**src/fcov_pkg.sv**
```systemverilog
`timescale 1ns / 1ps

package fcov_pkg;

    localparam int XW = 34;
    localparam int ZW = 28;

    localparam logic signed [19:0] PI_Q13      = 20'sd25736;
    localparam logic signed [19:0] TWO_PI_Q13  = 20'sd51472;
    localparam logic signed [ZW-1:0] PI_Q24      = 28'sd52707179;
    localparam logic signed [ZW-1:0] HALF_PI_Q24 = 28'sd26353589;
    localparam logic signed [XW-1:0] GAIN_Q30    = 34'sd652032874;

    localparam logic [1:0] CFG_LOOK_GAIN   = 2'd0;
    localparam logic [1:0] CFG_PITCH_LIMIT = 2'd1;
    localparam logic [1:0] CFG_YAW_LIMIT   = 2'd2;

    localparam logic [3:0] PROD_LAST = 4'd13;

    typedef enum logic [4:0] {
        ST_IDLE,
        ST_DECODE,
        ST_MUL_Y,
        ST_MUL_P,
        ST_UPD_P,
        ST_DIFF,
        ST_SQ_X,
        ST_SQ_Z,
        ST_SUM,
        ST_SQRT,
        ST_AT_Y_GO,
        ST_AT_Y,
        ST_AT_P_GO,
        ST_AT_P,
        ST_SC_Y_GO,
        ST_SC_Y,
        ST_SC_P_GO,
        ST_SC_P,
        ST_PROD,
        ST_EMIT
    } ctrl_state_t;

    typedef enum logic [2:0] {
        CP_IDLE,
        CP_NORM,
        CP_ITER,
        CP_POST,
        CP_DONE
    } cordic_ph_t;

    typedef enum logic [4:0] {
        OP_NONE,
        OP_LOAD,
        OP_MUL_Y,
        OP_MUL_P,
        OP_UPD_P,
        OP_DIFF,
        OP_SQ_X,
        OP_SQ_Z,
        OP_SUM,
        OP_SQRT,
        OP_ATAN_Y,
        OP_YAW_SET,
        OP_ATAN_P,
        OP_PITCH_SET,
        OP_SIN_Y,
        OP_CS_Y,
        OP_SIN_P,
        OP_CS_P,
        OP_PROD,
        OP_EMIT
    } dp_op_t;

    typedef struct packed {
        dp_op_t     op;
        logic [3:0] step;
    } dp_cmd_t;

    typedef struct packed {
        logic cmd;
        logic d_zero;
        logic sqrt_last;
        logic cordic_done;
    } dp_stat_t;

    function automatic logic signed [ZW-1:0] atan_q24(input logic [4:0] i);
        logic signed [ZW-1:0] a;
        case (i)
            5'd0:    a = 28'sd13176795;
            5'd1:    a = 28'sd7778716;
            5'd2:    a = 28'sd4110060;
            5'd3:    a = 28'sd2086331;
            5'd4:    a = 28'sd1047214;
            5'd5:    a = 28'sd524117;
            5'd6:    a = 28'sd262123;
            5'd7:    a = 28'sd131069;
            5'd8:    a = 28'sd65536;
            5'd9:    a = 28'sd32768;
            5'd10:   a = 28'sd16384;
            5'd11:   a = 28'sd8192;
            5'd12:   a = 28'sd4096;
            5'd13:   a = 28'sd2048;
            5'd14:   a = 28'sd1024;
            5'd15:   a = 28'sd512;
            5'd16:   a = 28'sd256;
            5'd17:   a = 28'sd128;
            5'd18:   a = 28'sd64;
            5'd19:   a = 28'sd32;
            5'd20:   a = 28'sd16;
            5'd21:   a = 28'sd8;
            5'd22:   a = 28'sd4;
            5'd23:   a = 28'sd2;
            default: a = 28'sd0;
        endcase
        return a;
    endfunction

endpackage

```
**src/fcov_ctrl.sv**
```systemverilog
`timescale 1ns / 1ps

module fcov_ctrl (
    input  logic               clk,
    input  logic               rst_n,
    input  logic               item_valid,
    output logic               item_ready,
    output logic               result_valid,
    input  logic               result_ready,
    input  fcov_pkg::dp_stat_t stat,
    output fcov_pkg::dp_cmd_t  ctl
);
    import fcov_pkg::*;

    ctrl_state_t state_reg, state_next;
    logic [3:0]  step_reg, step_next;
    logic        out_valid_reg, out_valid_next;
    logic        out_load;

    always_comb
    begin
        state_next = state_reg;
        unique case (state_reg)
            ST_IDLE:    state_next = item_valid ? ST_DECODE : ST_IDLE;
            ST_DECODE:  state_next = stat.cmd ? ST_DIFF : ST_MUL_Y;
            ST_MUL_Y:   state_next = ST_MUL_P;
            ST_MUL_P:   state_next = ST_UPD_P;
            ST_UPD_P:   state_next = ST_SC_Y_GO;
            ST_DIFF:    state_next = ST_SQ_X;
            ST_SQ_X:    state_next = stat.d_zero ? ST_SC_Y_GO : ST_SQ_Z;
            ST_SQ_Z:    state_next = ST_SUM;
            ST_SUM:     state_next = ST_SQRT;
            ST_SQRT:    state_next = stat.sqrt_last ? ST_AT_Y_GO : ST_SQRT;
            ST_AT_Y_GO: state_next = ST_AT_Y;
            ST_AT_Y:    state_next = stat.cordic_done ? ST_AT_P_GO : ST_AT_Y;
            ST_AT_P_GO: state_next = ST_AT_P;
            ST_AT_P:    state_next = stat.cordic_done ? ST_SC_Y_GO : ST_AT_P;
            ST_SC_Y_GO: state_next = ST_SC_Y;
            ST_SC_Y:    state_next = stat.cordic_done ? ST_SC_P_GO : ST_SC_Y;
            ST_SC_P_GO: state_next = ST_SC_P;
            ST_SC_P:    state_next = stat.cordic_done ? ST_PROD : ST_SC_P;
            ST_PROD:    state_next = (step_reg == PROD_LAST) ? ST_EMIT : ST_PROD;
            ST_EMIT:    state_next = (!out_valid_reg || result_ready) ? ST_IDLE : ST_EMIT;
            default:    state_next = ST_IDLE;
        endcase
    end

    always_comb
    begin
        ctl.op     = OP_NONE;
        ctl.step   = step_reg;
        item_ready = 1'b0;
        out_load   = 1'b0;
        unique case (state_reg)
            ST_IDLE:
            begin
                item_ready = 1'b1;
                if (item_valid)
                begin
                    ctl.op = OP_LOAD;
                end
            end
            ST_MUL_Y:   ctl.op = OP_MUL_Y;
            ST_MUL_P:   ctl.op = OP_MUL_P;
            ST_UPD_P:   ctl.op = OP_UPD_P;
            ST_DIFF:    ctl.op = OP_DIFF;
            ST_SQ_X:    ctl.op = OP_SQ_X;
            ST_SQ_Z:    ctl.op = OP_SQ_Z;
            ST_SUM:     ctl.op = OP_SUM;
            ST_SQRT:    ctl.op = OP_SQRT;
            ST_AT_Y_GO: ctl.op = OP_ATAN_Y;
            ST_AT_Y:    ctl.op = stat.cordic_done ? OP_YAW_SET : OP_NONE;
            ST_AT_P_GO: ctl.op = OP_ATAN_P;
            ST_AT_P:    ctl.op = stat.cordic_done ? OP_PITCH_SET : OP_NONE;
            ST_SC_Y_GO: ctl.op = OP_SIN_Y;
            ST_SC_Y:    ctl.op = stat.cordic_done ? OP_CS_Y : OP_NONE;
            ST_SC_P_GO: ctl.op = OP_SIN_P;
            ST_SC_P:    ctl.op = stat.cordic_done ? OP_CS_P : OP_NONE;
            ST_PROD:    ctl.op = OP_PROD;
            ST_EMIT:
            begin
                if (!out_valid_reg || result_ready)
                begin
                    ctl.op   = OP_EMIT;
                    out_load = 1'b1;
                end
            end
            default:    ctl.op = OP_NONE;
        endcase
    end

    always_comb
    begin
        step_next = (state_reg == ST_PROD) ? step_reg + 4'd1 : 4'd0;
        if (out_load)
        begin
            out_valid_next = 1'b1;
        end
        else if (result_ready)
        begin
            out_valid_next = 1'b0;
        end
        else
        begin
            out_valid_next = out_valid_reg;
        end
    end

    always_ff @(posedge clk or negedge rst_n)
    begin
        if (!rst_n)
        begin
            state_reg     <= ST_IDLE;
            step_reg      <= 4'd0;
            out_valid_reg <= 1'b0;
        end
        else
        begin
            state_reg     <= state_next;
            step_reg      <= step_next;
            out_valid_reg <= out_valid_next;
        end
    end

    assign result_valid = out_valid_reg;

endmodule

```
**config.mk**
```make
export PLATFORM = sky130hd
export DESIGN_NAME = fcov_ctrl
export DESIGN_NICKNAME = d
export VERILOG_FILES = /design/src/fcov_pkg.sv /design/src/fcov_ctrl.sv
export SDC_FILE = /design/constraint.sdc
export NUM_CORES = 1
export LEC_CHECK = 0
export BUFFER_PORTS_ARGS = -buffer_cell sky130_fd_sc_hd__buf_2
export CAP_MARGIN = 10
export CORE_MARGIN = 5
export CORE_UTILIZATION = 49
export CTS_BUF_LIST = sky130_fd_sc_hd__clkbuf_4
export DETAILED_ROUTE_END_ITERATION = 16
export PLACE_DENSITY = 0.79
export SETUP_SLACK_MARGIN = 0.1
export SYNTH_ARGS = -nofsm -noshare
export SYNTH_HDL_FRONTEND = slang
export SYNTH_SLANG_ARGS = --single-unit
export TNS_END_PERCENT = 5
```
**constraint.sdc**
```tcl
create_clock -name clk -period 1.7 [get_ports clk]
set_clock_uncertainty 0.2 [all_clocks]
set_input_delay 0.085 -clock clk [delete_from_list [all_inputs] [get_ports clk]]
set_output_delay 0.085 -clock clk [all_outputs]
set_load 0.02 [all_outputs]
```
Word-level counts from Yosys, hierarchy flattened. Cells that the tools add are included. W data, S select, Z words.

Add/subtract/negate cells: 1. Equal/unequal tests: 20. Reductions and logical operators: 4. Muxes and demuxes: 23.

Operator list (number): $pmux W5 S20 (1); $pmux W5 S19 (1); $eq A5 B4 Y1 const B (8); $eq A5 B3 Y1 const B (4); $eq A5 B5 Y1 const B (4); $mux W4 (5); $mux W5 (4); $eq A5 B2 Y1 const B (2); $mux W1 (7); $mux W2 (3); $mux W3 (2); $eq A5 B1 Y1 const B (1); $logic_not A5 Y1 (1); $add A4 B1 Y4 const B (1); $eq A4 B4 Y1 const B (1); $reduce_bool A2 Y1 (1); $logic_not A1 Y1 (1); $logic_or A1 B1 Y1 (1).

Input port bits: 8. Flip-flop bits (word level): 10. Logic and storage cells: 51.

Longest topological paths before layout.
Depth after elaboration: 5. Depth in mapped cells: 6.

Worst setup path before layout. OpenSTA, ideal clock, no wires.

Path kind: reg-to-reg. Start point: register state_reg[3]. End point: register state_reg[1]. Clock period less this slack: 1649 ps. Cell stages (with the launch flop): 6. Path buffers: 1. Path slack: 51 ps. Arrival time: 1363 ps. Library setup time: 87 ps. Data required time: 1413 ps. Path through: dfrtp_1 > or3b_1 > buf_2 > o21ai_2 > or3b_1 > o211ai_1.

Longest elaborated chain between the ends: 2. Elaborated cells on any way between the ends: 21. Those cells by class: 19 x eq/ne; 1 x mux; 1 x reduce/logical.

RTL lines: from (decl) (RTL line fcov_ctrl.sv:15) `ctrl_state_t state_reg, state_next;`; from (signal assigned) (RTL line fcov_ctrl.sv:119) `state_reg <= state_next;`; $eq A5 B5 Y1 (tied with other cells) (RTL line fcov_ctrl.sv:23) `unique case (state_reg)`; $pmux W5 S20 * (RTL line fcov_ctrl.sv:23); net state_next[1] (RTL line fcov_ctrl.sv:15).

The timed path passes the listed nets; every way through them passes the cells marked *. A chain may end at the register's enable or synchronous reset.

==> results_dict.tcl <==
set metrics [dict create \
    io_buffers 18 \
    htreeDepth 1 \
    ant_nets 0 \
    cp_top_family "simple AND/OR/NAND/NOR gates" \
    dieWidth_microns 50.40 \
    p_total_mw 1.847 \
    gp_congestion 0.9449 \
    grt_first_pass_wirelength_mm 4.002 \
    ys_async_sr_fraction_pct 100.0 \
    clockBufferDepth 2 \
    ys.flop_type "dfrtp_1" \
    yosys-top-cells-area "dfrtp_1 31%, a21oi_1 6.3%, nor2_1 5.2%" \
    pwr-share-seq_pct 20.2 \
    final.setup.tns_ns -0.7898 \
    cts_root_buf "clkbuf_4" \
    first_pass_iters 4 \
    ys_seq_area_share_pct 31.30 \
    end_kind "output pin" \
    clkLatencyLatePin_ns 0.27 \
    fin_util_pct 78.00 \
    pin_count 19 \
    place_area_sq_um 972.2 \
    wl_per_cell_microns 15.88 \
    finalNonFillerCells 160 \
    drive_gt1_share_pct 39.58 \
    setup.worst_path.class "reg -> out" \
    max_freq_ghz 0.5244 \
    relSlewSlack_pct 69.29 \
    min_from "result_ready" \
    yosys.area.top_type "dfrtp_1" \
    finalSetupViolCount 10 \
    hold_viol 0 \
    synth_nets 116 \
    power_switching_mw 0.8416 \
    n_antenna_cell 0 \
    p_sw_share_pct 45.57 \
    die_h_microns 50.40 \
    synthDistinctLibCells 38 \
    cpMaxStageDelayCell "dfrtp_2" \
    synth-edff-count 0 \
    via_count 933 \
    path_buf_inv 1 \
    cap_viol_max_count 0 \
    cp_max_fo 7 \
    cp-start-kind "flop" \
    preCtsSetupSlack_ns 0.01260 \
    cp.arrival_ns 1.62 \
    critPathLaunch "state_reg[3]" \
    antenna_found_initial 0 \
    ir_drop_v 0.0008289 \
    drc 0 \
    vias_per_cell 5.831 \
    fillers 110 \
    core-area_sq_um 1524 \
    grt_pass1_vias 870 \
    period_share_pct 112.2 \
    rows 14 \
    crit_required_ns 1.41 \
    start_util_pct 52.46 \
    postSynthAreaPerCell_sq_um 7.543 \
    syn_to_final_growth_pct 48.67 \
    dieArea_sq_um 2540 \
    violations "setup timing" \
    slowest_delay_ns 0.46 \
    drt-initial-drc-count 22 \
    internal_power_mw 1.005 \
    path_cells "or3b_4, nand2_1, a221o_1, a31o_1, buf_6" \
    status "complete, but fails checks" \
    ys_warn_count 0 \
    yosysTopAreaCellShare_pct 31.30 \
    place_hpwl_mm 1.700 \
    finalMaxSlewViolations 0 \
    grt_max_degree 18 \
    clk_pin_slew_ns 0.07 \
    final_cell_area_sq_um 1189 \
    rsz0062_at_grt "true" \
    final_nets 155 \
    synth_area_sq_um 799.5 \
    largest_register_ffs 5 \
    p_clk_share_pct 9.6 \
    powerDensity_nw_per_um2 1554 \
    combPwrFrac_pct 70.2 \
    cts_made_buffers 3 \
    dpl.cell_count 144 \
    worstMarginPinSlew_ns 0.4591 \
    reg2reg_from "state_reg[3]" \
    grt_usage_pct 20.89 \
    period_needed_ns 1.907 \
    synth_cells 106 \
    holdWs_ns 0.08871 \
    hold_class "in -> reg" \
    synth_seq_cells 10 \
    cts_tree "done" \
    routed_wl_mm 2.540 \
    cts_num_sinks 10 \
    grt-ovfl-total 0 \
    leakagePower_nw 0.5591 \
    fin_ws_ns -0.2070 \
]
-- cells in the mapped netlist, types with 2 or more instances --
cell type / n
dfrtp_1: 10
nor2_1: 11
inv_1: 6
nor3_1: 3
clkbuf_1: 6
a211oi_1: 2
o21ai_1: 5
or3b_1: 3
nand4_1: 3
nor4_1: 2
ha_1: 2
nand3_1: 2
nand2b_1: 6
a21oi_1: 10
buf_2: 4
or2_1: 2
nand2_1: 8
-- cell usage in the layout, fill, tap and decap left out, types with 2 or more instances in the layout --
cell           netlist  final
clkbuf_4             0      3
a211oi_1             2      2
ha_1                 2      2
nand2b_1             6      5
a21oi_1             10      7
nor3_1               3      2
buf_6                0      6
nor2_2               0      3
or3b_4               0      2
nand2_1              8      8
nand3_1              2      2
dlygate4sd3_1        0      5
a21oi_2              0      3
buf_2                4     12
o21ai_1              5      4
o21ai_2              1      2
nor2_1              11      8
buf_4                0     21
inv_1                6      6
nand4_1              3      3
dfrtp_1             10      9
-- path summary, 6_finish.rpt --
check / to / slack, ns / cells past startpoint
worst max-delay path: ctl[4] / -0.21 / 5
worst min-delay path: state_reg[4] / 0.09 / 5
worst max register to register: state_reg[1] / -0.16 / 6
worst min register to register: step_reg[0] / 0.31 / 1
max in group asynchronous: state_reg[3] / 0.35 / 3
min in group asynchronous: state_reg[0] / 0.62 / 3
-- layout make-up --
class                      instances  area (sq um)  share of cell area, %
clock inverter                     1         3.754                 0.3158
timing repair buffer              44         335.3                  28.21
inverter                           6         22.52                  1.895
clock buffer                       3         22.52                  1.895
tap                               16         20.02                  1.684
multi-input combinational         80         533.0                  44.84
sequential                        10         251.5                  21.16
-- cell families (layout without fill, tap and decap cells) --
logic type	count (synthesis)	in the layout	synth area share (%)
AOI/OAI and AO/OA	30	30	24.41
xor gates and xnor gates	2	2	2.191
adders and majority gates	2	2	3.129
buffers and inverters	16	54	8.137
DFF	10	10	31.30
and+or+nand+nor	46	46	30.83
-- worst reg2reg max path, stage by stage, from the launching register on --
cell and delay (ns):
dfrtp_2 0.46, or3b_4 0.40, buf_4 0.15, buf_6 0.11, o21ai_2 0.04, or3b_1 0.34
o211ai_1 0.09
-- what timing repair did --
item	4_1_cts	5_1_grt
setup endpoints to repair	8	14
endpoints found under the hold margin	13	0
setup buffers	5	2
pin swaps	6	5
hold buffers	5	0
gates resized for setup	15	11
-- power groups by stage --
| stage | Clock [mW] | Sequential (mW) | Combinational (mW) |
|---|---|---|---|
| 5_1_grt | 0.196 | 0.378 | 1.41 |
| 6_report | 0.177 | 0.373 | 1.30 |
| 2_1_floorplan | 0 | 0.328 | 0.716 |
| 4_1_cts | 0.177 | 0.364 | 1.20 |
| 3_3_place_gp | 0 | 0.361 | 1.02 |
| 3_5_place_dp | 0 | 0.366 | 1.05 |
-- per-layer routing --
metal	part of all wire, %	track usage (%)	vias up
met5	0	0	-
met4	2.6	9.787	0
met3	6.6	5.325	6
met2	48	32.64	34
met1	42	26.82	443
li1	-	-	450
Note: power is estimated with default switching activity, not from simulation.
